==> src/rtl/fvat_pkg.sv <==
// ----------------------------------------------------------------------------
// fvat_pkg
// Shared types, widths and constants of the frequency and voltage auto-tuner.
// ----------------------------------------------------------------------------
package fvat_pkg;

    localparam int HISTORY_DEPTH = 30;
    localparam int WAIT_TICKS    = 25;

    localparam int HIST_IDX_W = (HISTORY_DEPTH > 2) ? $clog2(HISTORY_DEPTH) : 1;
    localparam int RATE_W     = 24;
    localparam int FREQ_W     = 15;
    localparam int VOLT_W     = 15;
    localparam int POWER_W    = 12;
    localparam int FAN_W      = 7;
    localparam int TEMP_W     = 12;
    localparam int MODE_W     = 2;
    localparam int COUNT_W    = 6;
    localparam int CFG_IDX_W  = 4;
    localparam int CFG_DATA_W = 16;
    // signed working width for the step and clamp arithmetic
    localparam int ARITH_W    = FREQ_W + 2;

    localparam int FREQ_FLOOR        = 4000;
    localparam int VOLT_FLOOR        = 10000;
    localparam int VOLT_INC          = 1;
    localparam int FREQ_STEP_WARMUP  = 5;
    localparam int FREQ_STEP_WORKING = 2;
    localparam int POWER_OVERSHOOT   = 2;
    localparam int FAN_OVERSHOOT     = 5;

    // tuning modes
    localparam logic [MODE_W-1:0] MODE_WAIT    = 2'd0;
    localparam logic [MODE_W-1:0] MODE_WARMUP  = 2'd1;
    localparam logic [MODE_W-1:0] MODE_WORKING = 2'd2;

    // configuration register indexes
    localparam logic [CFG_IDX_W-1:0] CFG_START_FREQ  = 4'd0;
    localparam logic [CFG_IDX_W-1:0] CFG_START_VOLT  = 4'd1;
    localparam logic [CFG_IDX_W-1:0] CFG_POWER_LIMIT = 4'd2;
    localparam logic [CFG_IDX_W-1:0] CFG_FAN_LIMIT   = 4'd3;
    localparam logic [CFG_IDX_W-1:0] CFG_MAX_VOLT    = 4'd4;
    localparam logic [CFG_IDX_W-1:0] CFG_MAX_FREQ    = 4'd5;
    localparam logic [CFG_IDX_W-1:0] CFG_MAX_CHIP_T  = 4'd6;
    localparam logic [CFG_IDX_W-1:0] CFG_MAX_REG_T   = 4'd7;

    // register reset values
    localparam logic [FREQ_W-1:0]  RST_START_FREQ  = 15'd5250;
    localparam logic [VOLT_W-1:0]  RST_START_VOLT  = 15'd11500;
    localparam logic [POWER_W-1:0] RST_POWER_LIMIT = 12'd200;
    localparam logic [FAN_W-1:0]   RST_FAN_LIMIT   = 7'd75;
    localparam logic [VOLT_W-1:0]  RST_MAX_VOLT    = 15'd14000;
    localparam logic [FREQ_W-1:0]  RST_MAX_FREQ    = 15'd10000;
    localparam logic signed [TEMP_W-1:0] RST_MAX_CHIP_T = 12'sd650;
    localparam logic signed [TEMP_W-1:0] RST_MAX_REG_T  = 12'sd850;

    typedef struct packed {
        logic [RATE_W-1:0]         hashrate;
        logic                      temp_valid;
        logic signed [TEMP_W-1:0]  chip_temp_a;
        logic signed [TEMP_W-1:0]  chip_temp_b;
        logic signed [TEMP_W-1:0]  regulator_temp;
        logic [POWER_W-1:0]        power_now;
        logic [FAN_W-1:0]          fan_percent;
    } in_item_t;

    typedef struct packed {
        logic [FREQ_W-1:0] frequency_out;
        logic [VOLT_W-1:0] voltage_out;
        logic [MODE_W-1:0] mode;
        logic              voltage_turn;
    } out_item_t;

    // history chain control
    typedef struct packed {
        logic load;   // take in a new hashrate
        logic scan;   // rotate one place and compare the tail
    } hist_ctrl_t;

endpackage

==> src/rtl/frequency_voltage_auto_tuner.sv <==
// ----------------------------------------------------------------------------
// frequency_voltage_auto_tuner
// Once the wait mode is over, steps the working frequency or voltage up per
// poll tick while all measurements are under their limits, backs both off on
// a critical overshoot, and clamps them to floors and maxima.
// ----------------------------------------------------------------------------
//  channel   direction  handshake             payload
//  s_        in         s_valid / s_ready     in_item_t  (one poll tick)
//  m_        out        m_valid / m_ready     out_item_t (tuned settings)
//  cfg_      in         cfg_valid / cfg_ready cfg_index, cfg_data
//
//  For each request the history chain rotates one cell per cycle past a
//  single comparator, then the DONE state updates the settings.
//  Reset is synchronous, active low; the history cells hold no reset and are
//  filled by the first request. A waiting result holds only the DONE state
//  of the following request; the next request is accepted meanwhile.
// ----------------------------------------------------------------------------
module frequency_voltage_auto_tuner
    import fvat_pkg::*;
(
    input  logic                  aclk,
    input  logic                  aresetn,
    input  logic                  s_valid,
    output logic                  s_ready,
    input  in_item_t              s_data,
    output logic                  m_valid,
    input  logic                  m_ready,
    output out_item_t             m_data,
    input  logic                  cfg_valid,
    output logic                  cfg_ready,
    input  logic [CFG_IDX_W-1:0]  cfg_index,
    input  logic [CFG_DATA_W-1:0] cfg_data
);

    localparam logic [1:0] ST_IDLE = 2'd0;
    localparam logic [1:0] ST_SCAN = 2'd1;
    localparam logic [1:0] ST_DONE = 2'd2;

    logic [1:0]            state_reg, state_next;
    logic [HIST_IDX_W-1:0] cnt_reg, cnt_next;
    in_item_t              item_reg;
    out_item_t             out_reg, out_next;
    logic                  m_valid_reg, m_valid_next;

    logic [POWER_W-1:0] power_limit_reg;
    logic [FAN_W-1:0]   fan_limit_reg;
    logic [VOLT_W-1:0]  max_volt_reg;
    logic [FREQ_W-1:0]  max_freq_reg;
    logic signed [TEMP_W-1:0] max_chip_t_reg;
    logic signed [TEMP_W-1:0] max_reg_t_reg;

    logic [MODE_W-1:0]  mode_reg, mode_next;
    logic [COUNT_W-1:0] count_reg, count_next;
    logic               vsel_reg, vsel_next;
    logic [FREQ_W-1:0]  freq_reg, freq_next;
    logic [VOLT_W-1:0]  volt_reg, volt_next;

    logic       s_accept, cfg_accept, commit;
    hist_ctrl_t hist_ctrl;
    logic       rose;

    logic hit, critical, can_rise, do_adjust;
    logic signed [ARITH_W-1:0] fstep, f_cur, v_cur, f_adj, v_adj;
    logic signed [ARITH_W-1:0] f_lo, f_hi, v_lo, v_hi, f_clamp, v_clamp;
    logic vsel_turn, vsel_adj;

    assign s_ready    = (state_reg == ST_IDLE);
    assign s_accept   = s_valid && s_ready;
    assign cfg_ready  = 1'b1;
    assign cfg_accept = cfg_valid && cfg_ready;
    assign commit     = (state_reg == ST_DONE) && (!m_valid_reg || m_ready);

    assign hist_ctrl.load = s_accept;
    assign hist_ctrl.scan = (state_reg == ST_SCAN);

    fvat_history u_history (
        .aclk    (aclk),
        .aresetn (aresetn),
        .ctrl    (hist_ctrl),
        .rate    (s_data.hashrate),
        .rose    (rose)
    );

    // sequencing
    always_comb begin
        state_next = state_reg;
        cnt_next   = cnt_reg;
        unique case (state_reg)
            ST_IDLE: begin
                if (s_accept) begin
                    state_next = ST_SCAN;
                    cnt_next   = '0;
                end
            end
            ST_SCAN: begin
                cnt_next = cnt_reg + 1'b1;
                if (cnt_reg == HIST_IDX_W'(HISTORY_DEPTH - 1)) begin
                    state_next = ST_DONE;
                end
            end
            ST_DONE: begin
                if (commit) begin
                    state_next = ST_IDLE;
                end
            end
            default: state_next = ST_IDLE;
        endcase
    end

    // limit checks
    always_comb begin
        hit = (item_reg.fan_percent > fan_limit_reg)
           || (item_reg.power_now > power_limit_reg)
           || (item_reg.chip_temp_a > max_chip_t_reg)
           || (item_reg.chip_temp_b > max_chip_t_reg);
        critical = (item_reg.chip_temp_a > max_chip_t_reg)
                || (item_reg.chip_temp_b > max_chip_t_reg)
                || ({1'b0, item_reg.power_now}
                    >= ({1'b0, power_limit_reg} + (POWER_W+1)'(POWER_OVERSHOOT)))
                || ({1'b0, item_reg.fan_percent}
                    >= ({1'b0, fan_limit_reg} + (FAN_W+1)'(FAN_OVERSHOOT)))
                || (item_reg.regulator_temp > max_reg_t_reg);
        can_rise = (item_reg.fan_percent < fan_limit_reg)
                && (item_reg.power_now < power_limit_reg)
                && (item_reg.chip_temp_a < max_chip_t_reg)
                && (item_reg.chip_temp_b < max_chip_t_reg)
                && (item_reg.regulator_temp < max_reg_t_reg);
    end

    // step and clamp
    always_comb begin
        fstep = (mode_reg == MODE_WARMUP) ? ARITH_W'(FREQ_STEP_WARMUP)
                                          : ARITH_W'(FREQ_STEP_WORKING);
        f_cur = $signed({2'b00, freq_reg});
        v_cur = $signed({2'b00, volt_reg});
        vsel_turn = rose ? vsel_reg : !vsel_reg;
        priority if (critical) begin
            f_adj = f_cur - fstep;
            v_adj = v_cur - ARITH_W'(VOLT_INC);
        end else if (can_rise && !vsel_turn) begin
            f_adj = f_cur + fstep;
            v_adj = v_cur;
        end else if (can_rise) begin
            f_adj = f_cur;
            v_adj = v_cur + ARITH_W'(VOLT_INC);
        end else begin
            f_adj = f_cur;
            v_adj = v_cur;
        end
        f_lo = ARITH_W'(FREQ_FLOOR);
        f_hi = $signed({2'b00, max_freq_reg});
        v_lo = ARITH_W'(VOLT_FLOOR);
        v_hi = $signed({2'b00, max_volt_reg});
        f_clamp = (f_adj < f_lo) ? f_lo : ((f_adj > f_hi) ? f_hi : f_adj);
        v_clamp = (v_adj < v_lo) ? v_lo : ((v_adj > v_hi) ? v_hi : v_adj);
        vsel_adj = (f_clamp == f_lo) || (v_clamp == v_lo) || vsel_turn;
    end

    // mode and settings
    always_comb begin
        mode_next  = mode_reg;
        count_next = count_reg;
        do_adjust  = 1'b0;
        unique case (mode_reg)
            MODE_WAIT: begin
                if (item_reg.temp_valid) begin
                    if (count_reg != '0) begin
                        count_next = count_reg - 1'b1;
                    end else if (item_reg.hashrate != '0) begin
                        mode_next = MODE_WARMUP;
                    end
                end
            end
            MODE_WARMUP: begin
                do_adjust = 1'b1;
                if (hit) begin
                    mode_next = MODE_WORKING;
                end
            end
            default: begin
                // skip a plain limit hit, act on everything else
                do_adjust = !(hit && !critical);
            end
        endcase

        freq_next = freq_reg;
        volt_next = volt_reg;
        vsel_next = vsel_reg;
        if (commit && do_adjust) begin
            freq_next = f_clamp[FREQ_W-1:0];
            volt_next = v_clamp[VOLT_W-1:0];
            vsel_next = vsel_adj;
        end else if (cfg_accept && cfg_index == CFG_START_FREQ) begin
            freq_next = cfg_data[FREQ_W-1:0];
        end else if (cfg_accept && cfg_index == CFG_START_VOLT) begin
            volt_next = cfg_data[VOLT_W-1:0];
        end
        if (!commit) begin
            mode_next  = mode_reg;
            count_next = count_reg;
        end
    end

    // result register
    always_comb begin
        out_next     = out_reg;
        m_valid_next = m_valid_reg && !m_ready;
        if (commit) begin
            out_next.frequency_out = freq_next;
            out_next.voltage_out   = volt_next;
            out_next.mode          = mode_next;
            out_next.voltage_turn  = vsel_next;
            m_valid_next           = 1'b1;
        end
    end

    always_ff @(posedge aclk) begin
        out_reg <= out_next;
        if (s_accept) begin
            item_reg <= s_data;
        end
        if (!aresetn) begin
            state_reg       <= ST_IDLE;
            cnt_reg         <= '0;
            m_valid_reg     <= 1'b0;
            mode_reg        <= MODE_WAIT;
            count_reg       <= COUNT_W'(WAIT_TICKS);
            vsel_reg        <= 1'b0;
            freq_reg        <= RST_START_FREQ;
            volt_reg        <= RST_START_VOLT;
            power_limit_reg <= RST_POWER_LIMIT;
            fan_limit_reg   <= RST_FAN_LIMIT;
            max_volt_reg    <= RST_MAX_VOLT;
            max_freq_reg    <= RST_MAX_FREQ;
            max_chip_t_reg  <= RST_MAX_CHIP_T;
            max_reg_t_reg   <= RST_MAX_REG_T;
        end else begin
            state_reg   <= state_next;
            cnt_reg     <= cnt_next;
            m_valid_reg <= m_valid_next;
            mode_reg    <= mode_next;
            count_reg   <= count_next;
            vsel_reg    <= vsel_next;
            freq_reg    <= freq_next;
            volt_reg    <= volt_next;
            if (cfg_accept) begin
                unique case (cfg_index)
                    // start values load straight into the working settings
                    CFG_START_FREQ, CFG_START_VOLT: ;
                    CFG_POWER_LIMIT: power_limit_reg <= cfg_data[POWER_W-1:0];
                    CFG_FAN_LIMIT:   fan_limit_reg   <= cfg_data[FAN_W-1:0];
                    CFG_MAX_VOLT:    max_volt_reg    <= cfg_data[VOLT_W-1:0];
                    CFG_MAX_FREQ:    max_freq_reg    <= cfg_data[FREQ_W-1:0];
                    CFG_MAX_CHIP_T:  max_chip_t_reg  <= $signed(cfg_data[TEMP_W-1:0]);
                    CFG_MAX_REG_T:   max_reg_t_reg   <= $signed(cfg_data[TEMP_W-1:0]);
                    default: ;
                endcase
            end
        end
    end

    assign m_valid = m_valid_reg;
    assign m_data  = out_reg;

endmodule

==> src/rtl/fvat_cell.sv <==
// ----------------------------------------------------------------------------
// fvat_cell
// One history cell: holds a hashrate, fills from a broadcast or takes its
// neighbour's value.
// ----------------------------------------------------------------------------
module fvat_cell
    import fvat_pkg::*;
(
    input  logic              aclk,
    input  logic              fill_en,
    input  logic [RATE_W-1:0] fill_val,
    input  logic              shift_en,
    input  logic [RATE_W-1:0] shift_in,
    output logic [RATE_W-1:0] data_out
);

    logic [RATE_W-1:0] data_reg;
    logic [RATE_W-1:0] data_next;

    always_comb begin
        priority if (fill_en) begin
            data_next = fill_val;
        end else if (shift_en) begin
            data_next = shift_in;
        end else begin
            data_next = data_reg;
        end
    end

    always_ff @(posedge aclk) begin
        data_reg <= data_next;
    end

    assign data_out = data_reg;

endmodule

==> src/rtl/fvat_history.sv <==
// ----------------------------------------------------------------------------
// fvat_history
// Hashrate history as a chain of cells, newest at the head, oldest at the
// tail. A scan rotates the chain once round and flags any entry above the
// oldest one.
// ----------------------------------------------------------------------------
module fvat_history
    import fvat_pkg::*;
(
    input  logic              aclk,
    input  logic              aresetn,
    input  hist_ctrl_t        ctrl,
    input  logic [RATE_W-1:0] rate,
    output logic              rose
);

    logic [RATE_W-1:0] cell_q [HISTORY_DEPTH];
    logic [RATE_W-1:0] base_reg;
    logic [RATE_W-1:0] base_next;
    logic              rose_reg;
    logic              rose_next;
    logic              filled_reg;
    logic              filled_next;
    logic              fill_all;
    logic [RATE_W-1:0] head_in;

    // the first request after reset fills every cell
    assign fill_all = ctrl.load && !filled_reg;
    assign head_in  = ctrl.load ? rate : cell_q[HISTORY_DEPTH-1];

    generate
        for (genvar i = 0; i < HISTORY_DEPTH; i++) begin : g_cell
            if (i == 0) begin : g_head
                fvat_cell u_cell (
                    .aclk     (aclk),
                    .fill_en  (fill_all),
                    .fill_val (rate),
                    .shift_en (ctrl.load || ctrl.scan),
                    .shift_in (head_in),
                    .data_out (cell_q[i])
                );
            end else begin : g_body
                fvat_cell u_cell (
                    .aclk     (aclk),
                    .fill_en  (fill_all),
                    .fill_val (rate),
                    .shift_en (ctrl.load || ctrl.scan),
                    .shift_in (cell_q[i-1]),
                    .data_out (cell_q[i])
                );
            end
        end
    endgenerate

    always_comb begin
        base_next   = base_reg;
        rose_next   = rose_reg;
        filled_next = filled_reg;
        priority if (ctrl.load) begin
            // oldest entry once the new one is in
            base_next   = filled_reg ? cell_q[HISTORY_DEPTH-2] : rate;
            rose_next   = 1'b0;
            filled_next = 1'b1;
        end else if (ctrl.scan) begin
            rose_next = rose_reg || (cell_q[HISTORY_DEPTH-1] > base_reg);
        end else begin
            rose_next = rose_reg;
        end
    end

    always_ff @(posedge aclk) begin
        base_reg <= base_next;
        rose_reg <= rose_next;
        if (!aresetn) begin
            filled_reg <= 1'b0;
        end else begin
            filled_reg <= filled_next;
        end
    end

    assign rose = rose_reg;

endmodule

==> config.mk <==
export PLATFORM = sky130hd
export DESIGN_NAME = frequency_voltage_auto_tuner
export DESIGN_NICKNAME = d
export VERILOG_FILES = /design/src/rtl/fvat_pkg.sv /design/src/rtl/frequency_voltage_auto_tuner.sv /design/src/rtl/fvat_cell.sv /design/src/rtl/fvat_history.sv
export SDC_FILE = /design/constraint.sdc
export NUM_CORES = 2
export LEC_CHECK = 0
export BUFFER_PORTS_ARGS = -buffer_cell sky130_fd_sc_hd__clkbuf_2
export CORE_UTILIZATION = 36
export CTS_CLUSTER_SIZE = 20
export DETAILED_ROUTE_END_ITERATION = 7
export PLACE_DENSITY_LB_ADDON = 0.3
export SLEW_MARGIN = 20
export SYNTH_ARGS = -nofsm -noshare
export SYNTH_HDL_FRONTEND = slang
export SYNTH_SLANG_ARGS = --single-unit
==> constraint.sdc <==
create_clock -name aclk -period 17.17 [get_ports aclk]
set_input_delay 2.5755 -clock aclk [delete_from_list [all_inputs] [get_ports aclk]]
set_output_delay 2.5755 -clock aclk [all_outputs]
set_load 0.03 [all_outputs]
======== Yosys cells after proc, flatten, opt, wreduce, memory -nomap -nowiden ========
Cells that the tools add are included.
word-level totals
  logic and storage cells ................. 240
  flip-flop bits (word level) ............. 979
  output and inout port bits .............. 36
  input port bits ......................... 105
operators by class
  eq/ne operators ......................... 16
  magnitude comparators ................... 17
  reductions and logical operators ........ 48
  mux-type cells .......................... 93
  $add $sub $neg .......................... 8
operators by type and width
  operator               number
  $mux 24                62
  $mux 17                6
  $mux 15                5
  $gt 12x12->1           4
  $lt 12x12->1           4
  $mux 16                3
  $gt 17x16->1           2
  $gt 24x24->1           1
  $reduce_bool 24->1     1
  $eq 17x13->1 const B   1
  $eq 17x15->1 const B   1
  $lt 17x13->1 const B   1
  $lt 17x15->1 const B   1
  $add 15x1->16 const B  1
  $add 15x3->16          1
  $eq 4x3->1 const B     4
  $mux 2                 8
  $sub 15x1->16 const B  1
  $sub 15x3->16          1
  $reduce_and 2->1       7
  $add 12x2->13 const B  1
  $ge 12x13->1           1
  $logic_and 1x1->1      13
  $logic_or 1x1->1       12
  other kinds (27)       40

======== Longest topological paths before layout ========
  depth after elaboration ................. 15
  depth in mapped cells ................... 31
  gate-level depth less buffers ........... 28

======== Modules after synthesis ========
Synthesis repeated with hierarchy kept, for this count alone.
unflattened totals
  cell total of the unflattened synthesis .. 3130
  area total of the unflattened synthesis .. 49039.5 µm²
by module, submodules not included
  module                        instances  cells an instance  seq. area each (µm²)  area each (µm²)
  fvat_cell                     30         52                 720.7                 1119.8
  frequency_voltage_auto_tuner  1          1398               5795.6                13466.7
  fvat_history                  1          172                760.7                 1978.1

======== Least setup slack after synthesis ========
Ideal clock, no wire load.
  path kind ............................... input to register
  from .................................... in s_valid
  to ...................................... reg state_reg[0]
  stages on the path ...................... 4
  data required time ...................... 17.022 ns
  setup slack ............................. -1.056 ns
  arrival time ............................ 18.078 ns
  path through ............................ nor2_1 > or2_2 > inv_1 > and3_1
on the way
  word-level cells in the longest chain between the ends .. 3
RTL lines
  item                               line                                 RTL
  start, declared                    frequency_voltage_auto_tuner.sv:23   input logic s_valid,
  $logic_and 1x1->1                  frequency_voltage_auto_tuner.sv:68   assign s_accept = s_valid && s_ready;
  $ne 2x1->1 (no source line)        -
  $reduce_and 3->1 (no source line)  -
  end signal, assigned               frequency_voltage_auto_tuner.sv:238  state_reg <= state_next;
  end, declared                      frequency_voltage_auto_tuner.sv:39   logic [1:0] state_reg, state_next;
No other way between the ends.
A chain may end at the register's enable or synchronous reset.

======== Worst setup path in the final report ========
  from .................................... reg power_limit_reg[3]
  to ...................................... reg out_reg, in the netlist m_data[0] (data pin)
on the way
  word-level cells in the longest chain between the ends .. 15
  elaborated cells between the ends (all ways) .. 38
  those cells by class .................... add/sub: 1; order compare: 7; eq/ne: 2; mux: 11; reduce/logical: 17
RTL lines
  item                                                                   line                                 RTL
  start, declared                                                        frequency_voltage_auto_tuner.sv:45   logic [POWER_W-1:0] power_limit_reg;
  start signal, assigned                                                 frequency_voltage_auto_tuner.sv:250  CFG_POWER_LIMIT: power_limit_reg <= cfg_data[POWER_W-1:0];
  parallel branches: the longest is 14 deep, another holds $gt 17x16->1  -
  $mux 1 *                                                               frequency_voltage_auto_tuner.sv:189  if (commit && do_adjust) begin
  via vsel_next                                                          frequency_voltage_auto_tuner.sv:54   logic vsel_reg, vsel_next;
  end signal, assigned                                                   frequency_voltage_auto_tuner.sv:218  out_reg <= out_next;
  end, declared                                                          frequency_voltage_auto_tuner.sv:42   out_item_t out_reg, out_next;
Mark *: on every way through the listed nets, which the timed path passes.

==> impl_metrics.json <==
{
  "drv_cap": 0,
  "p_per_area_nw_per_um2": 117,
  "clk_latency_ps": 700,
  "dpl.hpwl_mm": 52.9,
  "grt_usage_pct": 14.5,
  "hp-class": "register to register",
  "clkTransAtPathRegs_ps": 60,
  "cts_buffer_depth": 3,
  "slew_headroom_pct": 21.9,
  "pwr-share-clk_pct": 37.5,
  "finalClockSkew_ps": 53.4,
  "grt_pass1_wl_mm": 142,
  "tightest_slew_ps": 1170,
  "grt_start_max_net_pins": 271,
  "die-height_um": 346,
  "worst_hold_slack_ps": 454,
  "synth.avg_cell_area_um2": 11.0,
  "routed_via_density": 4.87,
  "ant_nets": 0,
  "fp.coreArea_um2": 118000,
  "p_leak_uw": 0.0211,
  "cts_resized": 0,
  "cts_max_level": 3,
  "startpoint_type": "register",
  "die_w_um": 346,
  "period_share_pct": 47.3,
  "drtIter0Drc": 2324,
  "wl_per_cell_um": 16.0,
  "cts-root-buf": "clkbuf_16",
  "synth_cell_types": 72,
  "drv_slew": 0,
  "p_total_uw": 5610,
  "cp-end-kind": "register",
  "ff2ff_path_depth": 27,
  "ys_warn_count": 0,
  "peakVddDrop_uv": 87.8,
  "finalSetupViolCount": 0,
  "num_rows": 126,
  "finalCriticalPeriod_ps": 8120,
  "die-area_um2": 120000,
  "intPower_uw": 4280,
  "pwr-share-seq_pct": 53.9,
  "antenna_found_initial": 16,
  "p_switching_uw": 1330,
  "syn_to_final_growth_pct": 12.4,
  "worstHoldEndpoint": "max_freq_reg[6]",
  "synth-seq-area-share_pct": 66.0,
  "synth-edff-count": 857,
  "drt_pass1_iterations": 5,
  "gp_congestion": 0.851,
  "whs_path_depth": 2,
  "worstReg2RegEnd": "m_data[0]",
  "crit_required_ps": 17660,
  "tns_ps": 0,
  "drc": 0,
  "synthArstFlopShare_pct": 0,
  "ys.flop_type": "edfxtp_1",
  "routed_wirelength_mm": 88.9,
  "p_sw_share_pct": 23.7,
  "syn_area_um2": 42700,
  "num_vias": 27000,
  "syn-num-nets": 4127,
  "io_pins": 141,
  "hold_start": "max_freq_reg[6]",
  "overflow": 0,
  "initial_utilization_pct": 36.2,
  "fmax_mhz": 123,
  "largest_reg_flops": 696,
  "port_buffers": 138,
  "cts_tree": "yes",
  "critical_path_class": "register to register",
  "power.share.combinational_pct": 8.6,
  "ys_ff_latch": 979,
  "cp_data_arrival_time_ps": 8610,
  "cts_setup_buffers": 0,
  "outcome": "finished clean",
  "rsz0062_at_grt": "false",
  "crit_fanout": 25,
  "hold_violations": 0,
  "drive_gt1_share_pct": 9.40,
  "cts_inserted_buffers": 99,
  "grt_pass1_vias": 25800,
  "numClockSinks": 979,
  "r2r-start": "power_limit_reg[3]",
  "syn_inst": 3879,
  "r2r_setup_slack_ps": 9050,
  "cts_hold_buf": 0,
  "final_nets": 4174
}
layout make-up:
cell class / count / area (um2)
Fill cell: 11400 / 69900
Sequential cell: 979 / 28200
Multi-Input combinational cell: 2551 / 13200
Clock buffer: 131 / 2630
Tap cell: 1536 / 1920
Timing Repair Buffer: 168 / 1020
Clock inverter: 55 / 526
Inverter: 127 / 487
Antenna cell: 4 / 10.0
cells in the final DEF, fill, tap and decap left out, types with 36 or more instances in the layout:
cell,count
a21oi_1,83
clkbuf_16,99
clkbuf_2,138
dfxtp_1,121
edfxtp_1,857
ha_1,141
inv_1,124
mux2i_1,68
nand2_1,1628
nand4_1,36
nor2_1,98
o21ai_0,36
per-stage QoR:
step	utilization [%]	area, um2	std cells	setup WS (ps)
after global routing	40.7	48000	5547	8630
after global placement	37.9	44700	5357	9130
after floorplan	-	42700	3879	3160
final	40.7	48000	5551	9050
after CTS	40.6	47900	5543	9130
after detailed placement	37.9	44700	5357	9190
layer usage:
layer | vias to the layer above | routed length (um) | part of all wire, % | global-route usage [%]
met5 | - | 117 | 0.13 | 0
met4 | 18 | 1790 | 2.0 | 3.66
met3 | 141 | 5550 | 6.2 | 3.51
met2 | 553 | 38900 | 44 | 22.1
met1 | 13000 | 42500 | 48 | 20.7
li1 | 13300 | - | - | -
worst max path at each step:
stage,from,slack (ps),end,cells after the start
finish,power_limit_reg[3],9050,m_data[0],27
global placement,power_limit_reg[1],9130,m_data[0],27
global route,power_limit_reg[3],8630,m_data[0],27
floorplan,s_valid,3160,u_history.g_cell[0].g_head.u_cell.data_out[0],3
CTS,power_limit_reg[3],9130,m_data[0],27
detailed placement,power_limit_reg[1],9190,m_data[0],27
power by group through the flow:
stage | Sequential, uW | Clock [uW] | Combinational (uW)
global placement | 3070 | 0 | 473
CTS | 3030 | 2170 | 485
global route | 3050 | 2250 | 561
detailed placement | 3080 | 0 | 479
finish | 3030 | 2100 | 482
floorplan | 3090 | 0 | 357
cell usage after synthesis (all sizes together), types with 17 or more instances:
cell type,n,share of area (%)
ha,141,4.1
nor3,32,0.39
buf,23,0.28
nand4,36,0.53
o21ai,37,0.43
a21oi,83,0.97
a31oi,17,0.26
inv,127,1.1
edfxtp,857,60
nand2b,19,0.28
clkbuf,199,1.7
mux2,26,0.69
a21o,18,0.32
a211oi,20,0.46
mux2i,68,1.6
nand2,1629,14
dfxtp,122,5.7
o211ai,30,0.53
nand3,32,0.41
nor4,30,0.44
o22ai,19,0.29
xnor2,36,0.76
and3,24,0.35
nor2,99,0.87
cell families (layout without fill, tap and decap cells):
kind of cell | count (synthesis) | after routing | synth area share, %
compound gates | 281 | 281 | 4.44
flops | 979 | 979 | 66.0
xor+xnor | 46 | 46 | 0.961
buf+inv | 349 | 481 | 3.15
simple gates | 1986 | 1986 | 19.0
fa+ha+maj | 143 | 143 | 4.22
mux | 94 | 94 | 2.28
other cells | 1 | 5 | 0.00878
critical path, stage by stage (launching register included):
cell and delay [ps]:
dfxtp_1 450, and3_1 220, and4_1 270, nand2_1 90, xnor2_1 150, ha_1 290
a21o_1 160, a21o_1 190, a211oi_1 290, o32a_1 320, o31a_1 540, and3_1 880
buf_4 380, a41oi_1 180, xnor2_1 390, ha_1 320, a21o_1 160, a21o_1 160
a21o_1 170, a21o_1 170, a21o_1 200, a211oi_1 210, a21oi_1 100, o21a_1 530
nand2b_1 320, o31ai_1 350, a21oi_1 160, a21oi_1 240
No activity file was read; power rests on OpenSTA's default activity.
